`config.mk`:
```
export PLATFORM = sky130hd
export DESIGN_NAME = block_element_proc_partition_top
export DESIGN_NICKNAME = d
export VERILOG_FILES = /design/src/rtl/core/bepp_pkg.sv /design/src/rtl/core/bepp_div.sv /design/src/rtl/core/bepp_dpath.sv /design/src/rtl/core/bepp_ctrl.sv /design/src/rtl/core/block_element_proc_partition_top.sv
export SDC_FILE = /design/constraint.sdc
export NUM_CORES = 1
export LEC_CHECK = 0
export ABC_CLOCK_PERIOD_IN_PS = 10350
export BUFFER_PORTS_ARGS = -buffer_cell sky130_fd_sc_hd__buf_2
export CAP_MARGIN = 5
export CORE_MARGIN = 2
export CORE_UTILIZATION = 55
export CTS_CLUSTER_SIZE = 24
export DETAILED_ROUTE_END_ITERATION = 8
export PLACE_DENSITY_LB_ADDON = 0.2
export SKIP_LAST_GASP = 1
export SLEW_MARGIN = 30
export SYNTH_ARGS = -nofsm -noshare
export SYNTH_HDL_FRONTEND = slang
export SYNTH_SLANG_ARGS = --single-unit
```
`constraint.sdc`:
```
create_clock -name clk -period 10.35 [get_ports clk]
set_input_delay 0.5175 -clock clk [delete_from_list [all_inputs] [get_ports clk]]
set_output_delay 0.5175 -clock clk [all_outputs]
set_load 0.05 [all_outputs]
```
`src/rtl/core/bepp_pkg.sv`:
```
package bepp_pkg;

    // sizing of the block store and the processor range
    localparam int MAX_BLOCKS = 16;
    localparam int MAX_PROCS  = 32;
    localparam int DIMS       = 3;
    localparam int MAX_LEVEL  = 10;

    localparam int LEVEL_W    = 4;
    localparam int EXP_W      = 5;
    localparam int BLK_IDX_W  = $clog2(MAX_BLOCKS);
    localparam int BLK_CNT_W  = $clog2(MAX_BLOCKS + 1);
    localparam int PROC_W     = 6;
    localparam int REM_W      = $clog2(MAX_PROCS);
    localparam int TOTAL_W    = 35;
    localparam int LIB_W      = 31;
    localparam int MASK_W     = 32;
    localparam int OUT_BLK_W  = 4;

    // register indexes on the config port
    localparam logic REG_NUM_PROCS   = 1'b0;
    localparam logic REG_IGNORE_MASK = 1'b1;

    typedef enum logic [1:0] {
        ST_IDLE,
        ST_DIVIDE,
        ST_PROC,
        ST_RUN
    } state_t;

    // controller to datapath
    typedef struct packed {
        logic load;
        logic start_div;
        logic walk_init;
        logic proc_skip;
        logic proc_load;
        logic proc_next;
        logic emit;
        logic clear;
    } cmd_t;

    // datapath to controller
    typedef struct packed {
        logic div_done;
        logic procs_done;
        logic ignored;
        logic run_ok;
        logic out_free;
    } status_t;

endpackage

```
`src/rtl/core/bepp_div.sv`:
```
module bepp_div (
    input  logic                              clk,
    input  logic                              rst_n,
    input  logic                              start,
    input  logic [bepp_pkg::TOTAL_W-1:0]      dividend,
    input  logic [bepp_pkg::PROC_W-1:0]       divisor,
    output logic [bepp_pkg::TOTAL_W-1:0]      quotient,
    output logic [bepp_pkg::REM_W-1:0]        remainder,
    output logic                              done
);

    localparam int CNT_W = $clog2(bepp_pkg::TOTAL_W);

    logic [bepp_pkg::TOTAL_W-1:0] quo_reg, quo_next;
    logic [bepp_pkg::REM_W-1:0]   rem_reg, rem_next;
    logic [CNT_W-1:0]             cnt_reg, cnt_next;
    logic                         busy_reg, busy_next;
    logic [bepp_pkg::REM_W:0]     trial;
    logic                         fits;

    // one restoring step per cycle, quotient bits shift in from the bottom
    always_comb
    begin
        trial     = {rem_reg, quo_reg[bepp_pkg::TOTAL_W-1]};
        fits      = trial >= divisor;
        quo_next  = quo_reg;
        rem_next  = rem_reg;
        cnt_next  = cnt_reg;
        busy_next = busy_reg;
        done      = busy_reg && (cnt_reg == CNT_W'(bepp_pkg::TOTAL_W - 1));
        if (start)
        begin
            quo_next  = dividend;
            rem_next  = '0;
            cnt_next  = '0;
            busy_next = 1'b1;
        end
        else if (busy_reg)
        begin
            quo_next = {quo_reg[bepp_pkg::TOTAL_W-2:0], fits};
            rem_next = fits ? bepp_pkg::REM_W'(trial - divisor)
                            : trial[bepp_pkg::REM_W-1:0];
            cnt_next = cnt_reg + 1'b1;
            if (done)
            begin
                busy_next = 1'b0;
            end
        end
    end

    // control state
    always_ff @(posedge clk or negedge rst_n)
    begin
        if (!rst_n)
        begin
            busy_reg <= 1'b0;
            cnt_reg  <= '0;
        end
        else
        begin
            busy_reg <= busy_next;
            cnt_reg  <= cnt_next;
        end
    end

    // working registers
    always_ff @(posedge clk)
    begin
        quo_reg <= quo_next;
        rem_reg <= rem_next;
    end

    assign quotient  = quo_reg;
    assign remainder = rem_reg;

endmodule

```
`src/rtl/core/bepp_dpath.sv`:
```
module bepp_dpath (
    input  logic                               clk,
    input  logic                               rst_n,
    input  bepp_pkg::cmd_t                     cmd,
    output bepp_pkg::status_t                  status,
    input  logic [bepp_pkg::PROC_W-1:0]        nprocs,
    input  logic [bepp_pkg::MASK_W-1:0]        mask,
    input  logic [bepp_pkg::LEVEL_W-1:0]       ref_x,
    input  logic [bepp_pkg::LEVEL_W-1:0]       ref_y,
    input  logic [bepp_pkg::LEVEL_W-1:0]       ref_z,
    output logic                               out_valid,
    input  logic                               out_ready,
    output logic [bepp_pkg::OUT_BLK_W-1:0]     block_index,
    output logic [bepp_pkg::PROC_W-1:0]        proc_number,
    output logic [bepp_pkg::TOTAL_W-1:0]       element_count,
    output logic                               last_run
);

    localparam int TW = bepp_pkg::TOTAL_W;
    localparam int LW = bepp_pkg::LIB_W;
    localparam int CW = bepp_pkg::BLK_CNT_W;
    localparam int PW = bepp_pkg::PROC_W;

    // exponent store, undefined until written
    logic [bepp_pkg::EXP_W-1:0] exp_mem [bepp_pkg::MAX_BLOCKS];

    logic [CW-1:0] block_count_reg, block_count_next;
    logic [TW-1:0] total_reg, total_next;
    logic [CW-1:0] cur_reg, cur_next;
    logic [LW-1:0] lib_reg, lib_next;
    logic [TW-1:0] lop_reg, lop_next;
    logic [PW-1:0] p_reg, p_next;
    logic [PW-1:0] skipped_reg, skipped_next;
    logic          out_valid_reg, out_valid_next;
    logic [bepp_pkg::OUT_BLK_W-1:0] block_index_reg;
    logic [PW-1:0] proc_number_reg;
    logic [TW-1:0] element_count_reg;
    logic          last_run_reg;

    logic [bepp_pkg::LEVEL_W-1:0] lvl_x, lvl_y, lvl_z;
    logic [bepp_pkg::EXP_W-1:0]   exp_sum;
    logic                         room;
    logic [CW-1:0]                cur_inc;
    logic [bepp_pkg::BLK_IDX_W-1:0] rd_addr;
    logic [bepp_pkg::EXP_W-1:0]   exp_rd;
    logic [LW-1:0]                rd_size;
    logic [TW-1:0]                lib_ext;
    logic                         adv;
    logic [TW-1:0]                run_len;
    logic [PW-1:0]                global_proc;
    logic [TW-1:0]                quotient;
    logic [bepp_pkg::REM_W-1:0]   remainder;
    logic                         div_done;
    logic                         out_free;

    // level clamp and exponent of the incoming block
    always_comb
    begin
        lvl_x = (ref_x > bepp_pkg::LEVEL_W'(bepp_pkg::MAX_LEVEL))
                ? bepp_pkg::LEVEL_W'(bepp_pkg::MAX_LEVEL) : ref_x;
        lvl_y = (ref_y > bepp_pkg::LEVEL_W'(bepp_pkg::MAX_LEVEL))
                ? bepp_pkg::LEVEL_W'(bepp_pkg::MAX_LEVEL) : ref_y;
        lvl_z = (ref_z > bepp_pkg::LEVEL_W'(bepp_pkg::MAX_LEVEL))
                ? bepp_pkg::LEVEL_W'(bepp_pkg::MAX_LEVEL) : ref_z;
        exp_sum = bepp_pkg::EXP_W'(lvl_x)
                + ((bepp_pkg::DIMS >= 2) ? bepp_pkg::EXP_W'(lvl_y) : '0)
                + ((bepp_pkg::DIMS >= 3) ? bepp_pkg::EXP_W'(lvl_z) : '0);
        room = block_count_reg < CW'(bepp_pkg::MAX_BLOCKS);
    end

    // shared divider for quotient and remainder of the total
    bepp_div u_div (
        .clk       (clk),
        .rst_n     (rst_n),
        .start     (cmd.start_div),
        .dividend  (total_next),
        .divisor   (nprocs),
        .quotient  (quotient),
        .remainder (remainder),
        .done      (div_done)
    );

    // single read port of the exponent store
    always_comb
    begin
        cur_inc = cur_reg + 1'b1;
        rd_addr = cmd.walk_init ? '0 : cur_inc[bepp_pkg::BLK_IDX_W-1:0];
        exp_rd  = exp_mem[rd_addr];
        rd_size = LW'(1) << exp_rd;
    end

    // run length and processor lookup
    always_comb
    begin
        lib_ext     = TW'(lib_reg);
        adv         = lib_ext <= lop_reg;
        run_len     = adv ? lib_ext : lop_reg;
        global_proc = p_reg + skipped_reg;
        out_free    = !out_valid_reg || out_ready;
    end

    // next state of the walk
    always_comb
    begin
        block_count_next = block_count_reg;
        total_next       = total_reg;
        cur_next         = cur_reg;
        lib_next         = lib_reg;
        lop_next         = lop_reg;
        p_next           = p_reg;
        skipped_next     = skipped_reg;
        out_valid_next   = out_valid_reg && !out_ready;

        if (cmd.load && room)
        begin
            block_count_next = block_count_reg + 1'b1;
            total_next       = total_reg + (TW'(1) << exp_sum);
        end
        if (cmd.walk_init)
        begin
            cur_next     = '0;
            lib_next     = (block_count_reg != '0) ? rd_size : '0;
            p_next       = '0;
            skipped_next = '0;
        end
        if (cmd.proc_skip)
        begin
            skipped_next = skipped_reg + 1'b1;
        end
        if (cmd.proc_load)
        begin
            lop_next = quotient + TW'(p_reg < PW'(remainder));
        end
        if (cmd.proc_next)
        begin
            p_next = p_reg + 1'b1;
        end
        if (cmd.emit)
        begin
            out_valid_next = 1'b1;
            if (adv)
            begin
                lop_next = lop_reg - lib_ext;
                cur_next = cur_inc;
                lib_next = (cur_inc < block_count_reg) ? rd_size : '0;
            end
            else
            begin
                lib_next = lib_reg - LW'(lop_reg);
                lop_next = '0;
            end
        end
        if (cmd.clear)
        begin
            block_count_next = '0;
            total_next       = '0;
        end
    end

    // control state
    always_ff @(posedge clk or negedge rst_n)
    begin
        if (!rst_n)
        begin
            block_count_reg <= '0;
            total_reg       <= '0;
            cur_reg         <= '0;
            lib_reg         <= '0;
            lop_reg         <= '0;
            p_reg           <= '0;
            skipped_reg     <= '0;
            out_valid_reg   <= 1'b0;
        end
        else
        begin
            block_count_reg <= block_count_next;
            total_reg       <= total_next;
            cur_reg         <= cur_next;
            lib_reg         <= lib_next;
            lop_reg         <= lop_next;
            p_reg           <= p_next;
            skipped_reg     <= skipped_next;
            out_valid_reg   <= out_valid_next;
        end
    end

    // exponent store write and result register
    always_ff @(posedge clk)
    begin
        if (cmd.load && room)
        begin
            exp_mem[block_count_reg[bepp_pkg::BLK_IDX_W-1:0]] <= exp_sum;
        end
        if (cmd.emit)
        begin
            block_index_reg   <= bepp_pkg::OUT_BLK_W'(cur_reg);
            proc_number_reg   <= global_proc;
            element_count_reg <= run_len;
            last_run_reg      <= adv && (cur_inc == block_count_reg);
        end
    end

    // status back to the controller
    always_comb
    begin
        status.div_done   = div_done;
        status.procs_done = p_reg == nprocs;
        status.ignored    = (global_proc < PW'(bepp_pkg::MASK_W))
                            && mask[global_proc[bepp_pkg::REM_W-1:0]];
        status.run_ok     = (lop_reg != '0) && (cur_reg < block_count_reg);
        status.out_free   = out_free;
    end

    assign out_valid     = out_valid_reg;
    assign block_index   = block_index_reg;
    assign proc_number   = proc_number_reg;
    assign element_count = element_count_reg;
    assign last_run      = last_run_reg;

endmodule

```
`src/rtl/core/bepp_ctrl.sv`:
```
module bepp_ctrl (
    input  logic               clk,
    input  logic               rst_n,
    input  logic               in_valid,
    output logic               in_ready,
    input  logic               last_block,
    input  bepp_pkg::status_t  status,
    output bepp_pkg::cmd_t     cmd
);

    bepp_pkg::state_t state_reg, state_next;

    // state register
    always_ff @(posedge clk or negedge rst_n)
    begin
        if (!rst_n)
        begin
            state_reg <= bepp_pkg::ST_IDLE;
        end
        else
        begin
            state_reg <= state_next;
        end
    end

    // next state and commands
    always_comb
    begin
        state_next = state_reg;
        cmd        = '0;
        in_ready   = 1'b0;
        unique case (state_reg)
            bepp_pkg::ST_IDLE:
            begin
                in_ready = 1'b1;
                if (in_valid)
                begin
                    cmd.load = 1'b1;
                    if (last_block)
                    begin
                        cmd.start_div = 1'b1;
                        state_next    = bepp_pkg::ST_DIVIDE;
                    end
                end
            end
            bepp_pkg::ST_DIVIDE:
            begin
                if (status.div_done)
                begin
                    cmd.walk_init = 1'b1;
                    state_next    = bepp_pkg::ST_PROC;
                end
            end
            bepp_pkg::ST_PROC:
            begin
                if (status.procs_done)
                begin
                    cmd.clear  = 1'b1;
                    state_next = bepp_pkg::ST_IDLE;
                end
                else if (status.ignored)
                begin
                    cmd.proc_skip = 1'b1;
                end
                else
                begin
                    cmd.proc_load = 1'b1;
                    state_next    = bepp_pkg::ST_RUN;
                end
            end
            bepp_pkg::ST_RUN:
            begin
                if (!status.run_ok)
                begin
                    cmd.proc_next = 1'b1;
                    state_next    = bepp_pkg::ST_PROC;
                end
                else if (status.out_free)
                begin
                    cmd.emit = 1'b1;
                end
            end
            default:
            begin
                state_next = bepp_pkg::ST_IDLE;
            end
        endcase
    end

endmodule

```
`src/rtl/core/block_element_proc_partition_top.sv`:
```
// Splits the elements of a mesh over processors in contiguous, balanced runs.
// Each block request carries per-dimension refinement levels; the block
// holds 2^(sum of levels) elements and up to 16 blocks are kept. A request
// marked last_block closes the mesh: a restoring divider computes
// total/num_procs, then the walk visits each processor in turn, skips the
// ignored processors, emits the runs of each processor and moves on to the
// next, and finally clears the mesh. Runs leave through a one-entry output
// register and stall only when it is full and not taken. New block requests
// are taken once the walk is done and the stored mesh has been cleared.
module block_element_proc_partition_top (
    input  logic                               clk,
    input  logic                               rst_n,
    input  logic                               psel,
    input  logic                               penable,
    input  logic                               pwrite,
    input  logic [2:0]                         paddr,
    input  logic [31:0]                        pwdata,
    output logic [31:0]                        prdata,
    output logic                               pready,
    input  logic                               in_valid,
    output logic                               in_ready,
    input  logic [bepp_pkg::LEVEL_W-1:0]       ref_x,
    input  logic [bepp_pkg::LEVEL_W-1:0]       ref_y,
    input  logic [bepp_pkg::LEVEL_W-1:0]       ref_z,
    input  logic                               last_block,
    output logic                               out_valid,
    input  logic                               out_ready,
    output logic [bepp_pkg::OUT_BLK_W-1:0]     block_index,
    output logic [bepp_pkg::PROC_W-1:0]        proc_number,
    output logic [bepp_pkg::TOTAL_W-1:0]       element_count,
    output logic                               last_run
);

    logic [bepp_pkg::PROC_W-1:0] num_procs_reg;
    logic [bepp_pkg::MASK_W-1:0] ignore_mask_reg;
    logic [bepp_pkg::PROC_W-1:0] nprocs;
    logic                        cfg_write;
    bepp_pkg::cmd_t              cmd;
    bepp_pkg::status_t           status;

    // register write decode
    assign pready    = 1'b1;
    assign cfg_write = psel && penable && pwrite && pready;

    always_ff @(posedge clk or negedge rst_n)
    begin
        if (!rst_n)
        begin
            num_procs_reg   <= bepp_pkg::PROC_W'(1);
            ignore_mask_reg <= '0;
        end
        else if (cfg_write)
        begin
            unique case (paddr[2])
                bepp_pkg::REG_NUM_PROCS:
                begin
                    num_procs_reg <= pwdata[bepp_pkg::PROC_W-1:0];
                end
                bepp_pkg::REG_IGNORE_MASK:
                begin
                    ignore_mask_reg <= pwdata;
                end
                default:
                begin
                    num_procs_reg <= num_procs_reg;
                end
            endcase
        end
    end

    // register readback
    always_comb
    begin
        unique case (paddr[2])
            bepp_pkg::REG_NUM_PROCS:   prdata = 32'(num_procs_reg);
            bepp_pkg::REG_IGNORE_MASK: prdata = ignore_mask_reg;
            default:                   prdata = '0;
        endcase
    end

    // processor count limited to one through the maximum
    always_comb
    begin
        if (num_procs_reg == '0)
        begin
            nprocs = bepp_pkg::PROC_W'(1);
        end
        else if (num_procs_reg > bepp_pkg::PROC_W'(bepp_pkg::MAX_PROCS))
        begin
            nprocs = bepp_pkg::PROC_W'(bepp_pkg::MAX_PROCS);
        end
        else
        begin
            nprocs = num_procs_reg;
        end
    end

    bepp_ctrl u_ctrl (
        .clk        (clk),
        .rst_n      (rst_n),
        .in_valid   (in_valid),
        .in_ready   (in_ready),
        .last_block (last_block),
        .status     (status),
        .cmd        (cmd)
    );

    bepp_dpath u_dpath (
        .clk           (clk),
        .rst_n         (rst_n),
        .cmd           (cmd),
        .status        (status),
        .nprocs        (nprocs),
        .mask          (ignore_mask_reg),
        .ref_x         (ref_x),
        .ref_y         (ref_y),
        .ref_z         (ref_z),
        .out_valid     (out_valid),
        .out_ready     (out_ready),
        .block_index   (block_index),
        .proc_number   (proc_number),
        .element_count (element_count),
        .last_run      (last_run)
    );

    // a run is only issued into a free output slot with work left
    a_emit_ok: assert property (@(posedge clk) disable iff (!rst_n)
        cmd.emit |-> (status.out_free && status.run_ok))
        else $error("run issued without room or work");

    // walk commands never overlap
    a_cmd_excl: assert property (@(posedge clk) disable iff (!rst_n)
        $onehot0({cmd.load, cmd.walk_init, cmd.proc_skip, cmd.proc_load,
                  cmd.proc_next, cmd.emit, cmd.clear}))
        else $error("overlapping walk commands");

    // the divider never finishes while block requests are taken
    a_div_busy: assert property (@(posedge clk) disable iff (!rst_n)
        status.div_done |-> !in_ready)
        else $error("divider finished while idle");

    // clearing the mesh returns to accepting blocks
    a_clear_idle: assert property (@(posedge clk) disable iff (!rst_n)
        cmd.clear |=> in_ready)
        else $error("not idle after clear");

endmodule

```
=== Word-level counts from Yosys, hierarchy flattened ===
Memory sizes are Yosys's and may differ from the RTL's.
Index checks and enable logic that the tools add are counted.

* Add/sub/neg operators: 13
* $lt $le $gt $ge: 12
* Equality and inequality tests: 11
* Shift-type cells: 2
* Mux-type cells: 62
* Bitwise operators: 1
* Reductions and logical operators: 24

{| class="wikitable"
|+ Operators with widths
! cell !! count
|-
| 35-bit two-way mux || 7
|-
| 31-bit two-way mux || 6
|-
| 32-bit one-hot mux with 2 select lines || 1
|-
| 6-bit two-way mux || 7
|-
| 35-bit by 1-bit adder with 35-bit output || 1
|-
| 35-bit adder || 1
|-
| 31-bit by 35-bit <= comparator with 1-bit output || 1
|-
| 35-bit nonzero test || 1
|-
| 1-bit by 5-bit << shifter with 35-bit output, first input constant || 1
|-
| 35-bit by 31-bit subtractor with 35-bit output || 1
|-
| 1-bit by 5-bit << shifter with 31-bit output, first input constant || 1
|-
| 31-bit subtractor || 1
|-
| 5-bit two-way mux || 6
|-
| 2-bit two-way mux || 11
|-
| 6-bit by 1-bit adder with 6-bit output, second input constant || 3
|-
| 1-bit two-way mux || 18
|-
| 4-bit two-way mux || 4
|-
| 4-bit greater-than comparator, second input constant || 3
|-
| 2-bit nonzero test || 6
|-
| 5-bit by 1-bit adder with 5-bit output, second input constant || 2
|-
| 5-bit less-than comparator || 2
|-
| 1-bit logical AND || 8
|-
| 2-bit one-hot mux with 4 select lines || 1
|-
| 6-bit adder || 1
|-
| 26 further kinds || 31
|}

* Register bits after elaboration: 257
* Memory bits (writable): 80
* Input bits: 55
* Logic and storage cells: 146
* Memories kept: 1

{| class="wikitable"
|+ Memory list
! name !! depth !! width !! rd ports !! clocked after memory_dff !! wr ports !! line !! RTL
|-
| u_dpath.exp_mem || 16 || 5 || 1 || 0 || 1 || bepp_dpath.sv:25 || <nowiki>logic [bepp_pkg::EXP_W-1:0] exp_mem [bepp_pkg::MAX_BLOCKS];</nowiki>
|}

=== Depth between registers and ports, before layout ===
An unclocked memory read counts as a cell.

* Depth after elaboration: 10
* Depth in mapped cells: 23
* Gate-level depth less buffers: 23

=== Cells and area by module ===
A second synthesis with hierarchy kept.

* Cells, all modules: 2250
* Area, all modules: 21941.0 µm²

{| class="wikitable"
|+ By module, submodules not included
! module !! times used !! cells an instance !! area an instance (µm²) !! seq. area each (µm²)
|-
| bepp_dpath || 1 || 1932 || 17664.4 || 6886.6
|-
| bepp_div || 1 || 169 || 2352.3 || 1326.3
|-
| block_element_proc_partition_top || 1 || 128 || 1769.2 || 952.2
|-
| bepp_ctrl || 1 || 21 || 155.1 || 50.0
|}

=== Least setup slack after synthesis ===
OpenSTA, ideal clock, no wires.

* Kind: input to register
* Start: in ref_z[3] (netlist name)
* End: reg u_dpath.u_div.quo_reg (netlist bit u_dpath.u_div.quotient[33]) (data pin)
* Arrival time: 4763 ps
* Setup slack: 5324 ps
* Cell stages on the path: 23
* Path buffers: 1
* Cells stage by stage: inv_1 > nand2_1 > fa_1 > inv_1 > ha_1 > a21oi_1 > inv_1 > a21oi_1 > xnor2_1 > inv_1 > nand3_1 > nor2_1 > ha_1 > and3_1 > clkbuf_1 > and3_1 > o21a_1 > a31oi_1 > o311a_1 > nor3_1 > o2111ai_1 > xor2_1 > o21ai_1

* Cells in the longest elaborated chain, start to end: 8

{| class="wikitable"
|+ RTL lines
! what !! line !! RTL
|-
| start: declaration || block_element_proc_partition_top.sv:24 || <nowiki>input logic [bepp_pkg::LEVEL_W-1:0] ref_z,</nowiki>
|-
| 4-bit greater-than comparator || bepp_dpath.sv:63 || <nowiki>lvl_z = (ref_z > bepp_pkg::LEVEL_W'(bepp_pkg::MAX_LEVEL))</nowiki>
|-
| 4-bit two-way mux (*) || bepp_dpath.sv:64 || <nowiki>? bepp_pkg::LEVEL_W'(bepp_pkg::MAX_LEVEL) : ref_z;</nowiki>
|-
| 5-bit by 4-bit adder with 5-bit output (*) || bepp_dpath.sv:67 || <nowiki>+ ((bepp_pkg::DIMS >= 3) ? bepp_pkg::EXP_W'(lvl_z) : '0);</nowiki>
|-
| via u_dpath.exp_sum (one bit) || bepp_dpath.sv:41 || <nowiki>logic [bepp_pkg::EXP_W-1:0] exp_sum;</nowiki>
|-
| 1-bit by 5-bit << shifter with 35-bit output (*) || bepp_dpath.sv:117 || <nowiki>total_next = total_reg + (TW'(1) << exp_sum);</nowiki>
|-
| 35-bit adder (*) || bepp_dpath.sv:117 ||
|-
| 35-bit two-way mux (*) || bepp_dpath.sv:114 || <nowiki>if (cmd.load && room)</nowiki>
|-
| 35-bit two-way mux (*) || bepp_dpath.sv:153 || <nowiki>if (cmd.clear)</nowiki>
|-
| 35-bit two-way mux (*) || bepp_div.sv:31 || <nowiki>if (start)</nowiki>
|-
| via u_dpath.u_div.quo_next (one bit) || bepp_div.sv:14 || <nowiki>logic [bepp_pkg::TOTAL_W-1:0] quo_reg, quo_next;</nowiki>
|-
| end signal: assignment || bepp_div.sv:69 || <nowiki>quo_reg <= quo_next;</nowiki>
|-
| end: declaration || bepp_div.sv:14 ||
|}

The timed path passes the listed nets; every way through them passes the cells marked *.
A chain may end at the register's enable or synchronous reset.

=== Final worst setup path ===
* Start: in ref_z[3] (netlist name)
* End: reg u_dpath.u_div.quo_reg (netlist bit u_dpath.u_div.quotient[34]) (data pin)

The elaborated chain is that of the path after synthesis.

==> flow_summary_export.csv <==
group,metric,value,unit
drt,wirelength,55900,µm
synth,ys_seq_area_share,43.2,%
clock_tree,root_buffer,"clkbuf_16",
sta,hold_violations,0,
place,gp_congestion,0.957,
sta,rsz0062_at_grt,"no",
grt,gr-usage-all-layers,27.8,%
worst_setup_path,reg2reg_depth,14,
drt,final_antenna_net_count,0,
sta,whs,0.180,ns
worst_setup_path,start_kind,"primary input",
job,maxCapViolations,0,
synth,ys_seq_elements,337,
synth,netlist_area,21300,µm²
worst_setup_path,worstPathCellList,"buf_2, inv_1, nand2_1, fa_1, inv_1, ha_1, a21oi_1, inv_1, a21oi_1, xnor2_1, inv_1, nand2_1, nor2_1, ha_1, a21o_1, a21o_1, a21o_1, a21o_1, a221oi_1, o221ai_1, a31oi_1, nor2_1, xnor2_1, o21ai_0",
hold_path,hold_path.class,"primary input to flip-flop",
hold_path,holdPathStages,2,
finish,layout-drive-gt1-share,14.0,%
clock_tree,cts.clk_slew.worst_paths,0.06,ns
power,leakagePower,9.94,nW
drt,drt_first_pass_iters,6,
finish,fillers,3238,
sta,fin_crit,5.54,ns
outcome,status,"completed",
drt,post_drt_wl_per_cell,19.7,µm
worst_setup_path,worstPathArrival,5.82,ns
sta,skew,0.0164,ns
power,peakVddDrop,0.183,mV
worst_setup_path,crit_type,"primary input to flip-flop",
worst_setup_path,cp.required,10.63,ns
sta,setup_violations,0,
die,num_rows,72,
drt,routed-via-count,17100,
worst_setup_path,rrSetupSlack,5.52,ns
place,post-dp-hpwl,40100,µm
finish,layout_common_cells,"221 x nand2_1, 183 x nor2_1, 174 x o21ai_0",
synth,ys_types,91,
synth,synthArstFlopShare,50.7,%
finish,antenna_cells,0,
grt,overflow,0,
grt,antenna_found_initial,0,
worst_setup_path,slowest_stage,"inv_1",
clock_tree,clockBufferDepth,3,
power,power_density,328,nW/µm²
finish,seq_area,9220,µm²
worst_setup_path,critPathCaptureType,"flip-flop",
sta,tightest_slew,1.07,ns
worst_setup_path,cp_max_fo,20,
finish,multi_input_area,11200,µm²
worst_setup_path,timing.rr.end,"u_dpath.lop_reg[32]",
grt,first_global_vias,16700,
place,preCtsSetupSlack,4.30,ns
die,fp.dieH,201,µm
synth,syn_inst,2203,
place,port_buffers,132,
synth,synth-edff-count,161,
finish,layout.nets,2487,
clock_tree,cts_sinks,337,
sta,max_freq,180,MHz
worst_setup_path,cp_slowest_stage_delay,0.56,ns
sta,fin_ws,4.81,ns
sta,max-slew-margin-rel,28.5,%
hold_path,hold_start,"pwdata[11]",
finish,final_common_cell,"nand2_1",
sta,finalCritPeriodShare,53.6,%
die,io_pins,136,
clock_tree,numCtsBuffers,38,
clock_tree,htreeDepth,2,
synth,synth.avg_cell_area,9.68,µm²
finish,syn2layout_area_growth,10.8,%
clock_tree,clock_latency,0.57,ns
hold_path,hold_path_end,"ignore_mask_reg[11]",
drt,vias_per_cell,6.02,
die,die_area,40400,µm²
drt,drt_iter0_markers,1356,
finish,largest_reg_flops,80,
die,initial_core_util,55.4,%
clock_tree,cts_tree,"yes",
synth,yosys_warnings,0,
sta,setup_tns,0,ns
synth,yosys_most_used_dff,"dfrtp_1",
drt,drc,0,
grt,grt_max_degree,86,
die,design.core.area,38500,µm²
sta,final_max_slew_viol_count,0,
die,dieWidth,201,µm
grt,grt_pass1_wl,90300,µm
worst_setup_path,r2r-start,"u_dpath.cur_reg[0]",
synth_stat cells (all sizes together) (22+ instances only):
master    n  area share, %
a22oi    28           0.99
and2     36            1.1
xnor2    88            3.6
a21oi   148            3.5
o21ai   185            4.4
a21o     47            1.7
nand2   223            3.9
ha      133            7.8
clkbuf   60            1.1
buf      49            1.2
inv     133            2.3
nor2    185            3.3
nor3     22           0.56
xor2     52            2.1
dfrtp   170             20
edfxtp  161             23
nand3    63            1.5
mux2     55            2.9
what timing repair did:
item	CTS	global route
hold buffers	1	0
setup buffers	0	0
resized for setup	0	0
endpoints found under the hold margin	46	0
worst max-delay path by stage:
| stage | from | to | slack (ns) | depth (start not counted) |
|---|---|---|---|---|
| after floorplan | ref_z[3] | u_dpath.u_div.quotient[33] | 5.32 | 23 |
| after global placement | ref_z[3] | u_dpath.u_div.quotient[34] | 4.39 | 24 |
| after detailed placement | ref_z[3] | u_dpath.u_div.quotient[32] | 4.30 | 24 |
| after CTS | ref_z[3] | u_dpath.u_div.quotient[34] | 4.87 | 24 |
| after global routing | ref_z[3] | u_dpath.u_div.quotient[34] | 4.44 | 24 |
| final | ref_z[3] | u_dpath.u_div.quotient[34] | 4.81 | 24 |
power by group:
part | leakage [nW] | switching (W) | internal [W]
clock | 0.581 | 0.000575 | 0.000753
sequential | 3.73 | 0.000399 | 0.00190
combinational | 5.63 | 0.00269 | 0.00142
total | 9.94 | 0.00367 | 0.00407
worst max-delay path: cells and delay by family:
kind	cells	cell delay [ns]
simple gates	4	0.68
fa+ha+maj	3	1.17
buf+inv	5	0.86
xor+xnor	2	0.36
compound gates	10	2.21
area by class of cell:
class | instances | area share (%)
tap | 518 | 2.74
multi-input combinational | 1627 | 47.4
inverter | 133 | 2.12
sequential | 337 | 39.0
clock buffer | 45 | 4.27
timing repair buffer | 153 | 3.53
clock inverter | 25 | 0.885
logic make-up (layout without fill, tap and decap cells):
kind of cell	Yosys count	in the layout	synth area share, %
compound gates	588	588	17.3
xor+xnor	140	140	5.79
fa+ha+maj	142	142	8.65
buf+inv	242	356	4.57
flops	337	337	43.2
mux	93	93	5.86
other cells	2	5	0.0352
simple gates	659	659	14.5
through the flow:
step / util, % / power, W / cell area (µm²) / instances
2_1_floorplan: - / 0.00526 / 21300 / 2206
3_3_place_gp: 58.1 / 0.00626 / 22300 / 2767
3_5_place_dp: 58.2 / 0.00635 / 22400 / 2767
4_1_cts: 61.4 / 0.00771 / 23600 / 2838
5_1_grt: 61.4 / 0.00824 / 23600 / 2838
6_report: 61.4 / 0.00774 / 23600 / 2838
per-layer routing:
layer | wire (µm) | GRT usage [%]
met3 | 3980 | 4.76
met5 | 0 | 0
met2 | 25400 | 43.9
met4 | 1530 | 8.60
met1 | 25000 | 39.5
No activity file was read; power rests on OpenSTA's default activity.
